**config.mk**
```make
export PLATFORM = sky130hd
export DESIGN_NAME = sule_cell
export DESIGN_NICKNAME = d
export VERILOG_FILES = /design/src/hdl/sule_pkg.sv /design/src/hdl/sule_cell.sv
export SDC_FILE = /design/constraint.sdc
export NUM_CORES = 1
export LEC_CHECK = 0
export BUFFER_PORTS_ARGS = -buffer_cell sky130_fd_sc_hd__buf_2
export CAP_MARGIN = 30
export CELL_PAD_IN_SITES_DETAIL_PLACEMENT = 1
export CELL_PAD_IN_SITES_GLOBAL_PLACEMENT = 1
export CORE_ASPECT_RATIO = 1.5
export CORE_MARGIN = 2
export CORE_UTILIZATION = 34
export CTS_CLUSTER_SIZE = 20
export DETAILED_ROUTE_END_ITERATION = 16
export GPL_TIMING_DRIVEN = 0
export PLACE_DENSITY_LB_ADDON = 0.05
export SLEW_MARGIN = 20
export SYNTH_ARGS = -nofsm -noshare
export SYNTH_HDL_FRONTEND = slang
export SYNTH_SLANG_ARGS = --single-unit
```
**constraint.sdc**
```tcl
create_clock -name clock -period 9 [get_ports clock]
set_input_delay 1.35 -clock clock [delete_from_list [all_inputs] [get_ports clock]]
set_output_delay 1.35 -clock clock [all_outputs]
set_load 0.02 [all_outputs]
```
**src/hdl/sule_pkg.sv**
```systemverilog
// Package for the sorted unique list engine.
// Holds opcodes, status codes, cell commands and defaults. No dependencies.
`default_nettype none
package sule_pkg;

   localparam int DEPTH_DEFAULT     = 32;
   localparam int KEY_WIDTH_DEFAULT = 32;
   localparam int POS_WIDTH         = 5;
   localparam int CAP_WIDTH         = 6;
   localparam int OP_WIDTH          = 2;
   localparam int STATUS_WIDTH      = 3;

   localparam logic [CAP_WIDTH-1:0] CAP_RESET = 6'd32;

   localparam logic [OP_WIDTH-1:0] OP_INSERT = 2'd0;
   localparam logic [OP_WIDTH-1:0] OP_REMOVE = 2'd1;
   localparam logic [OP_WIDTH-1:0] OP_SEARCH = 2'd2;
   localparam logic [OP_WIDTH-1:0] OP_SHOW   = 2'd3;

   localparam logic [STATUS_WIDTH-1:0] ST_INSERTED = 3'd0;
   localparam logic [STATUS_WIDTH-1:0] ST_DUP      = 3'd1;
   localparam logic [STATUS_WIDTH-1:0] ST_FULL     = 3'd2;
   localparam logic [STATUS_WIDTH-1:0] ST_REMOVED  = 3'd3;
   localparam logic [STATUS_WIDTH-1:0] ST_ABSENT   = 3'd4;
   localparam logic [STATUS_WIDTH-1:0] ST_FOUND    = 3'd5;
   localparam logic [STATUS_WIDTH-1:0] ST_ENTRY    = 3'd6;
   localparam logic [STATUS_WIDTH-1:0] ST_EMPTY    = 3'd7;

   typedef enum logic [1:0] {
      CMD_HOLD,
      CMD_INS,
      CMD_DEL,
      CMD_ROT
   } cmd_type;

   typedef struct packed {
      cmd_type cmd;
      logic    valid;
      logic    tail;
   } cell_ctl_type;

endpackage
`default_nettype wire

```
**src/hdl/sule_cell.sv**
```systemverilog
// One cell of the list chain: holds one entry, compares it to the request key
// and takes its own, a neighbor's, the head's or the key. Depends on sule_pkg.
`default_nettype none
module sule_cell #(
   parameter int KEY_WIDTH = sule_pkg::KEY_WIDTH_DEFAULT
) (
   input  wire                        clock,
   input  wire sule_pkg::cell_ctl_type ctl,
   input  wire logic [KEY_WIDTH-1:0]  key,
   input  wire logic                  prev_lt,
   input  wire logic [KEY_WIDTH-1:0]  prev_entry,
   input  wire logic [KEY_WIDTH-1:0]  next_entry,
   input  wire logic [KEY_WIDTH-1:0]  head_entry,
   output logic                       lt,
   output logic                       eq,
   output logic [KEY_WIDTH-1:0]       entry
);
   import sule_pkg::*;

   logic [KEY_WIDTH-1:0] entry_ff;
   logic [KEY_WIDTH-1:0] entry_in;

   assign entry = entry_ff;
   assign lt    = ctl.valid && ($signed(entry_ff) < $signed(key));
   assign eq    = ctl.valid && (entry_ff == key);

   always_comb begin
      entry_in = entry_ff;
      unique case (ctl.cmd)
         CMD_HOLD: entry_in = entry_ff;
         CMD_INS: begin
            if (!prev_lt) begin
               entry_in = prev_entry;
            end else if (!lt) begin
               entry_in = key;
            end
         end
         CMD_DEL: begin
            if (!lt) begin
               entry_in = next_entry;
            end
         end
         CMD_ROT: entry_in = ctl.tail ? head_entry : next_entry;
         default: entry_in = entry_ff;
      endcase
   end

   always_ff @(posedge clock) begin
      entry_ff <= entry_in;
   end

endmodule
`default_nettype wire

```
# Word level (Yosys, flattened, before mapping)
# Cells that the tools add are included.
word_totals:
  latchBits: 0
  out_inout_bits: 34
  regBits: 32
  ramBits: 0
  mem_bits_ro: 0
  memories: 0
op_classes:
  n_bitwise: 1
  multipliers: 0
  shifts: 0
  div: 0
  eq_ne: 6
  reduce_logical: 4
  n_lt_le_gt_ge: 1
  add_sub_neg: 0
  n_mux: 5
op_table:
  columns: ["operator", "n"]
  rows:
  - ["two-way mux 32 bit", 4]
  - ["one-hot mux 32 bit (3 select lines)", 1]
  - ["equality test 32 bit", 1]
  - ["less-than comparator 32 bit", 1]
  - ["equality test 2 bit, second input constant", 2]
  - ["inequality test 3 bit, second input constant", 1]
  - ["AND reduction 3 bit", 1]
  - ["equality test 2 x 1 -> 1 bit, second input constant", 1]
  - ["logical AND 1 bit", 2]
  - ["zero test 2 bit", 1]
  - ["inequality test 2 bit, second input constant", 1]
  - ["NOT 1 bit", 1]

# Logic depth before layout (Yosys ltp)
# Gate-level depths: netlist (run 1).
depth:
  ltp_word: 5
  depth_mapped: 8
  mapped_depth_nobuf: 8

# Worst setup path after synthesis (run 1)
# OpenSTA, ideal clock, no wires.
synth_path:
  kind: "input-to-reg"
  startpoint: "input key[14]"
  endpoint: "register entry_ff[0] (netlist: entry[0]), enable pin"
  path_slack_ns: 4.607
  required_ns: 8.581
  cell_stages: 8
  arrival_time_ns: 3.975
  n_path_buf: 0
  path_cell_list: "inv_1 ha_1 nand4_2 nor4_2 a21bo_1 a31oi_2 a2111oi_1 a211oi_2"
synth_via:
  elab_chain_cells: 4
  elab_cells_between_ends: 5
  cone_classes: "1 x order compare; 2 x eq/ne; 2 x reduce/logical"
synth_rtl:
  columns: ["element", "line_no", "rtl"]
  rows:
  - ["from (decl)", "sule_cell.sv:9", "input wire logic [KEY_WIDTH-1:0] key,"]
  - ["less-than comparator 32 bit *", "sule_cell.sv:24", "assign lt = ctl.valid && ($signed(entry_ff) < $signed(key));"]
  - ["logical AND 1 bit *", "sule_cell.sv:24", null]
  - ["inequality test 3 bit (no source line) or inequality test 2 bit (tied branches)", null, null]
  - ["AND reduction 3 bit (no source line) *", null, null]
  - ["to (signal assigned)", "sule_cell.sv:49", "entry_ff <= entry_in;"]
  - ["to (decl)", "sule_cell.sv:20", "logic [KEY_WIDTH-1:0] entry_ff;"]
# Mark *: on every way between the ends. The rest lies on a longest branch, timed or not.
# A chain may end at the register's enable or synchronous reset.

# Worst setup path after layout (run 1)
layout_path:
  startpoint: "input key[31]"
  endpoint: "output lt"
layout_via:
  elab_chain_cells: 2
layout_rtl:
  columns: ["element", "line_no", "rtl"]
  rows:
  - ["less-than comparator 32 bit", "sule_cell.sv:24", null]
  - ["logical AND 1 bit", "sule_cell.sv:24", null]
  - ["to (decl)", "sule_cell.sv:14", "output logic lt,"]
# No other way between the ends.

==> metrics.txt, run 1 <==
outcome complete, no violations; CP endpoint lt; gr ovfl total 0; clock tree buffer depth 2; Final Skew 3.264 ps; initial antenna violation count 0; fraction of layout cells with a size suffix above 1 38.25%; IO Port Bufs 167; pre-CTS setup slack 4414 ps; largest net degree at the start of global routing 11; hold_buf cts 0; Finished Layout Cells approximately 590; via count ~2900; Worst R2R Setup Slack between 5000 and 6000 ps; std cell rows 40; final wirelength roughly 9600 um; Mapped Area ~2800 um^2; Clock Latency Late Sink roughly 280 ps; clock root cell clkbuf_16; post-CTS sizing 0; CP max FO 4; GRT Total Usage between 20 and 25%; P per Cell Area 145.2 nW/um^2; first-pass GRT wire length roughly 15000 um; drt drc 0; dpl hpwl 7801 um; Post-CTS Setup Bufs 0; Reg2Reg Depth 9; synth unique cells 28; Required @ worst endpoint between 7000 and 8000 ps; Synth area leader edfxtp_1; TritonRoute pass-1 iters 4; Top FF cell, synth edfxtp_1; slew of the pin with the lowest slew margin ~770 ps; synth top area cells edfxtp_1 34%, ha_1 14%, mux2i_1 12%; Post-synth EDFFs 32; number of flip-flops in the largest register 32; WS Path Type primary input to output pin; CTS tree done; FILL cells a little over 1000; core footprint 8058 um^2; Routed Antenna Nets 0; unrepaired setup endpoints after global routing false; Starting Density a little over a third; CTS clock-pin slew for the worst setup and hold paths around 60 ps; vias per inst 5.031; Die Span X roughly 80 um; Reg2Reg Launch Point entry[31]$_DFFE_PP_; WL/cell 16.31 um; final setup vio count 0; die area approximately 9100 um^2; leakage 2.023 nW; num ports between 150 and 200; met1 usage between 20% and 30%; crit start category primary input; vias in the first global route 3083; Final TNS setup 0 ps; Hold Crit Start entry[31]$_DFFE_PP_; syn nets 469; Critical Path Source key[31]; area delta synth->final 40.56%; Final Hold Viols 0; register area share after synthesis about a third; placed insts slightly below 600; commonest non-fill, non-tap cells in the layout 170 x buf_2, 45 x a21oi_1, 34 x a211oi_1; CTS Sinks 32; Max Freq ~220 MHz; FF+latch count, synth 32; DRT iter0 DRCs 70; Rel. slew slack 48.63%; Max Transition Viols Final 0; # diodes 0; worst min-delay path category flip-flop to flip-flop; area share of the largest cell type after synthesis between 30% and 40%; minimum clock period after layout roughly 4600 ps; total CTS buffers 5; Post-Syn Instances ~300; Die Y-Extent roughly 120 um; Mean Syn Cell Area a little over 9 um^2; CP endpoint kind output pin; met2 usage slightly above 40%; period utilization about half; VDD IR-drop max about 0.068 mV; GRT met3 Usage ~3.7%; gpl congestion between 0.8 and 0.9; crit path DAT 3220 ps; commonest non-fill, non-tap cell in the layout buf_2; ys async rst share 0%; Nets between 600 and 700; reg-to-reg endpoint entry[11]$_DFFE_PP_; Syn. warnings 0; Max H-tree Level 2; fin worst setup slack 4430 ps; GR peak layer met2; max_cap viols 0
## synthesized netlist by cell type (2+ instances only)
cell type   n
nand2b_1    2
o21ai_0     3
nand4_1     4
nor2b_1    33
a21oi_1    45
inv_1      32
a211oi_1   34
edfxtp_1   32
nor2_1      8
clkbuf_1   10
mux2i_1    33
buf_1       4
nand2_1    14
ha_1       32
buf_2       3
o211ai_1    2
## critical path: stages
cell and delay, ps:
buf_2 100, inv_1 40, ha_1 320, nand4_1 180, nor4_1 400, nand2_1 120
o211ai_1 240, nor2_1 120, mux2i_1 160, buf_2 190
## routing by layer
| metal | up-vias | share of wire [%] |
|---|---|---|
| li1 | 1468 | - |
| met4 | 0 | 1.6 |
| met2 | 111 | 53 |
| met5 | - | 0 |
| met1 | 1359 | 39 |
| met3 | 10 | 5.9 |
## cell type report
class                           count  area, um^2  area share [%]
Buffer                             17       67.56           1.699
Clock buffer                        5       125.1           3.147
Clock inverter                      3       13.76          0.3461
Inverter                           32       120.1           3.021
Multi-Input combinational cell    222        1688           42.45
Sequential cell                    32       960.9           24.17
Tap cell                          105       131.4           3.304
Timing Repair Buffer              170       869.6           21.87
## worst min-delay path by stage
stage / endpoint / slack [ps] / cells past startpoint
after floorplan: entry[0]$_DFFE_PP_ / 1390 / 4
after global placement: entry[31]$_DFFE_PP_ / 1550 / 4
after detailed placement: entry[28]$_DFFE_PP_ / 1100 / 4
after CTS: entry[4]$_DFFE_PP_ / 1120 / 4
after global routing: entry[28]$_DFFE_PP_ / 1200 / 4
final: entry[4]$_DFFE_PP_ / 1130 / 4
## logic make-up (layout without fill, tap and decap cells)
group,Yosys count,in the layout,share of synthesized area (%)
adders and majority gates,32,32,14.15
and+or+nand+nor,66,66,13.05
AOI/OAI and AO/OA,91,91,20.52
buffers and inverters,49,227,6.634
muxes,33,33,11.68
DFF,32,32,33.97
## metrics by stage
stage / hold WS (ps) / power [mW] / cell area [um^2] / util, %
after floorplan: 1391 / 0.3271 / 2829 / -
after global placement: 1545 / 0.4076 / 3796 / 47.11
after detailed placement: 1100 / 0.4172 / 3837 / 47.62
after CTS: 1116 / 0.5849 / 3976 / 49.35
after global routing: 1198 / 0.6149 / 3976 / 49.35
final: 1126 / 0.5772 / 3976 / 49.35
## where the power goes
group / internal [mW] / switching, mW
logic: 0.0865 / 0.121
registers: 0.193 / 0.0111
clock network: 0.100 / 0.0650
total: 0.380 / 0.197
No activity file was read; power rests on OpenSTA's default activity.
==> run 2: changes to the inputs <==
--- a/config.mk
+++ b/config.mk
@@ -5,13 +5,14 @@
 export SDC_FILE = /design/constraint.sdc
 export NUM_CORES = 1
 export LEC_CHECK = 0
+export ABC_AREA = 1
 export BUFFER_PORTS_ARGS = -buffer_cell sky130_fd_sc_hd__buf_2
 export CAP_MARGIN = 30
 export CELL_PAD_IN_SITES_DETAIL_PLACEMENT = 1
 export CELL_PAD_IN_SITES_GLOBAL_PLACEMENT = 1
 export CORE_ASPECT_RATIO = 1.5
 export CORE_MARGIN = 2
-export CORE_UTILIZATION = 34
+export CORE_UTILIZATION = 27
 export CTS_CLUSTER_SIZE = 20
 export DETAILED_ROUTE_END_ITERATION = 16
 export GPL_TIMING_DRIVEN = 0
==> constraint.sdc (replaced) <==
create_clock -name clock -period 3.9 [get_ports clock]
set_input_delay 0.585 -clock clock [delete_from_list [all_inputs] [get_ports clock]]
set_output_delay 0.585 -clock clock [all_outputs]
set_load 0.02 [all_outputs]
==> metrics.txt, run 2 <==
crit path DAT 2100 ps (-1120 ps); largest family of logic cells by synthesized area compound AO/OA/AOI/OAI gates; Max Freq between 300 and 400 MHz; std cell rows 46 (+15%); CP max FO 4 (unchanged); reg-to-reg endpoint entry[15]$_DFFE_PP_; Reg2Reg Depth 14 (+5); first-pass GRT wire length 18640 um (+24%); Die Y-Extent 132.3 um (+14%); syn nets 566 (+21%); Mapped Area 2964 um^2 (+4.8%); synth unique cells 26 (-7.1%); VDD IR-drop max 0.1407 mV (+110%); fin worst setup slack 1217 ps (-3214 ps); Hold Crit Start prev_entry[30]; initial antenna violation count 0 (unchanged); via count 3454 (+17%); commonest non-fill, non-tap cell in the layout buf_2; WL met2 6697 um (+32%); Synth Area in Compound Gates 26.38% (+5.9 points); core footprint 10650 um^2 (+32%); register area share after synthesis 32.42% (-1.5 points); top cells by count, synth 75 x nand2_1, 46 x inv_1, 41 x a21oi_1; final wirelength 12190 um (+28%); CP max stage cell ha_1; die area 11850 um^2 (+30%); minimum clock period after layout 2683 ps; Rel. slew slack 51.95% (+3.3 points); CP endpoint kind output pin; count leader, synth nand2_1; # diodes 0 (unchanged); hold_buf cts 0 (unchanged); synth top area cells edfxtp_1 32%, ha_1 14%, nand2_1 9.5%; unrepaired setup endpoints after global routing false; met3 routed wirelength 559 um (-1.1%); CTS tree done; max_cap viols 0 (unchanged); post-synthesis mux area share 0% (-12 points); Post-Syn Instances 400 (+32%); post-CTS sizing 0 (unchanged); clock root cell clkbuf_16; crit-path cells buf_2 -> inv_1 -> ha_1 -> nand2_1 -> nor2_2 -> nand2_2 -> nor4_4 -> nand2_1 -> nand3_1 -> nand3_2 -> inv_1 -> buf_2; Final TNS setup 0 ps (unchanged); leakage 2.062 nW (+1.9%); Max Transition Viols Final 0 (unchanged); FF+latch count, synth 32 (unchanged); period utilization between 60% and 70%; delay-heaviest family, CP simple AND/OR/NAND/NOR gates; IO Port Bufs 165 (-1.2%); clock tree buffer depth 2 (unchanged); TritonRoute pass-1 iters 4 (unchanged); slew of the pin with the lowest slew margin 720.7 ps (-49.77 ps); fraction of layout cells with a size suffix above 1 33.45% (-4.8 points); slowest stage delay, CP 340 ps (-60 ps); gr ovfl total 0 (unchanged); Top FF cell, synth edfxtp_1; total chip power 1.390 mW (+140%); drt drc 0 (unchanged); num ports 168 (unchanged); Synth Area in XOR/XNOR 0% (unchanged); Mean Syn Cell Area 7.410 um^2 (-21%); crit start category primary input; GRT Total Usage 20.83% (-0.66 points); Worst R2R Setup Slack 1350 ps (-4570 ps); P per Cell Area 336.1 nW/um^2 (+130%); finished layout cell area 4136 um^2 (+4.0%); Critical Path Source key[31]; largest net degree at the start of global routing 20 (+9); worst min-delay path category primary input to flip-flop; final setup vio count 0 (unchanged); final core occ 38.85% (-10 points); area share of the largest cell type after synthesis 32.42% (-1.5 points); DRT iter0 DRCs 77 (+10%); hold path endpoint entry[30]$_DFFE_PP_; Clock Latency Late Sink 280 ps (about the same); Die Span X 89.55 um (+14%); number of flip-flops in the largest register 32 (unchanged); CTS Sinks 32 (unchanged); CTS clock-pin slew for the worst setup and hold paths 50 ps (about the same); pre-CTS setup slack 991.2 ps (-3422 ps); Post-Synth Simple-Gate Area 17.98% (+4.9 points); vias in the first global route 3716 (+21%); Post-synth EDFFs 32 (unchanged); dpl hpwl 9806 um (+26%); WP buf/inv 4 (+1); Min-Delay Path Depth 3 (-1); vias per inst 4.811 (-4.4%); gpl congestion 0.7856 (-5.1%); outcome complete, no violations; met1 WL 4799 um (+28%); worst hold slack 609.3 ps (-516.4 ps); WS Path Type primary input to output pin; WL/cell 16.98 um (+4.1%); total CTS buffers 5 (unchanged); Syn. warnings 0 (unchanged); commonest non-fill, non-tap cells in the layout 171 x buf_2, 74 x nand2_1, 46 x inv_1; ys async rst share 0% (unchanged); Final Skew 3.280 ps (+0.01649 ps); Routed Antenna Nets 0 (unchanged); Reg2Reg Launch Point entry[11]$_DFFE_PP_; Starting Density 27.84% (-7.3 points); Post-CTS Setup Bufs 0 (unchanged); Post-Place Cell Area 4000 um^2 (+4.2%); Max H-tree Level 2 (unchanged); Finished Layout Cells 718 (+23%); placed insts 710 (+23%); Required @ worst endpoint 3310 ps (-4340 ps); Synth area leader edfxtp_1; post-synthesis adder-cell area fraction 13.51% (-0.65 points); Top Metal Used met4; Nets 739 (+14%); Final Hold Viols 0 (unchanged); area delta synth->final 39.55%
[run 2: routing by layer]
| layer | vias up | GRT usage, % |
|---|---|---|
| li1 | 1741 | - |
| met4 | 0 | 3.980 |
| met5 | - | 0 |
| met3 | 12 | 3.068 |
| met1 | 1602 | 23.64 |
| met2 | 99 | 39.62 |
[run 2: area by class of cell]
cell class                 instances  area, um^2
clock buffer                       7       132.6
tap                              144       180.2
inverter                          51       191.4
timing repair buffer             166       853.3
fill                            1396        6511
sequential                        32       960.9
buffer                            21       96.34
clock inverter                     1       3.754
multi-input combinational        296        1718
[run 2: power by group]
group	leakage, nW	internal [mW]	switching, mW
combinational	1.67	0.201	0.326
clock	0.0655	0.235	0.150
sequential	0.328	0.450	0.0289
[run 2: worst max-delay path by stage]
stage                               end  slack [ps]  cells past startpoint
global placement    entry[14]$_DFFE_PP_         310                     13
floorplan            entry[0]$_DFFE_PP_        1170                     12
global route                         lt         990                     13
detailed placement  entry[15]$_DFFE_PP_         990                     14
CTS                                  lt        1160                     12
finish                               lt        1220                     12
[run 2: cell families after synthesis]
logic type	count (synthesis)
AO/OA/AOI/OAI	137
adder cells (fa/ha/maj)	32
buffers and inverters	72
flip-flops	32
AND/OR/NAND/NOR	127
[run 2: worst reg2reg max path: stages, from the launching register on]
cell	delay [ps]
edfxtp_1	400
ha_1	320
nand2_1	70
inv_2	50
nand3_1	60
nor3_1	270
nand2_1	90
nand2_1	60
nand2_1	70
nand2_1	80
nand2_1	60
nand3_2	70
nand2_1	60
nand2_2	350
buf_16	230
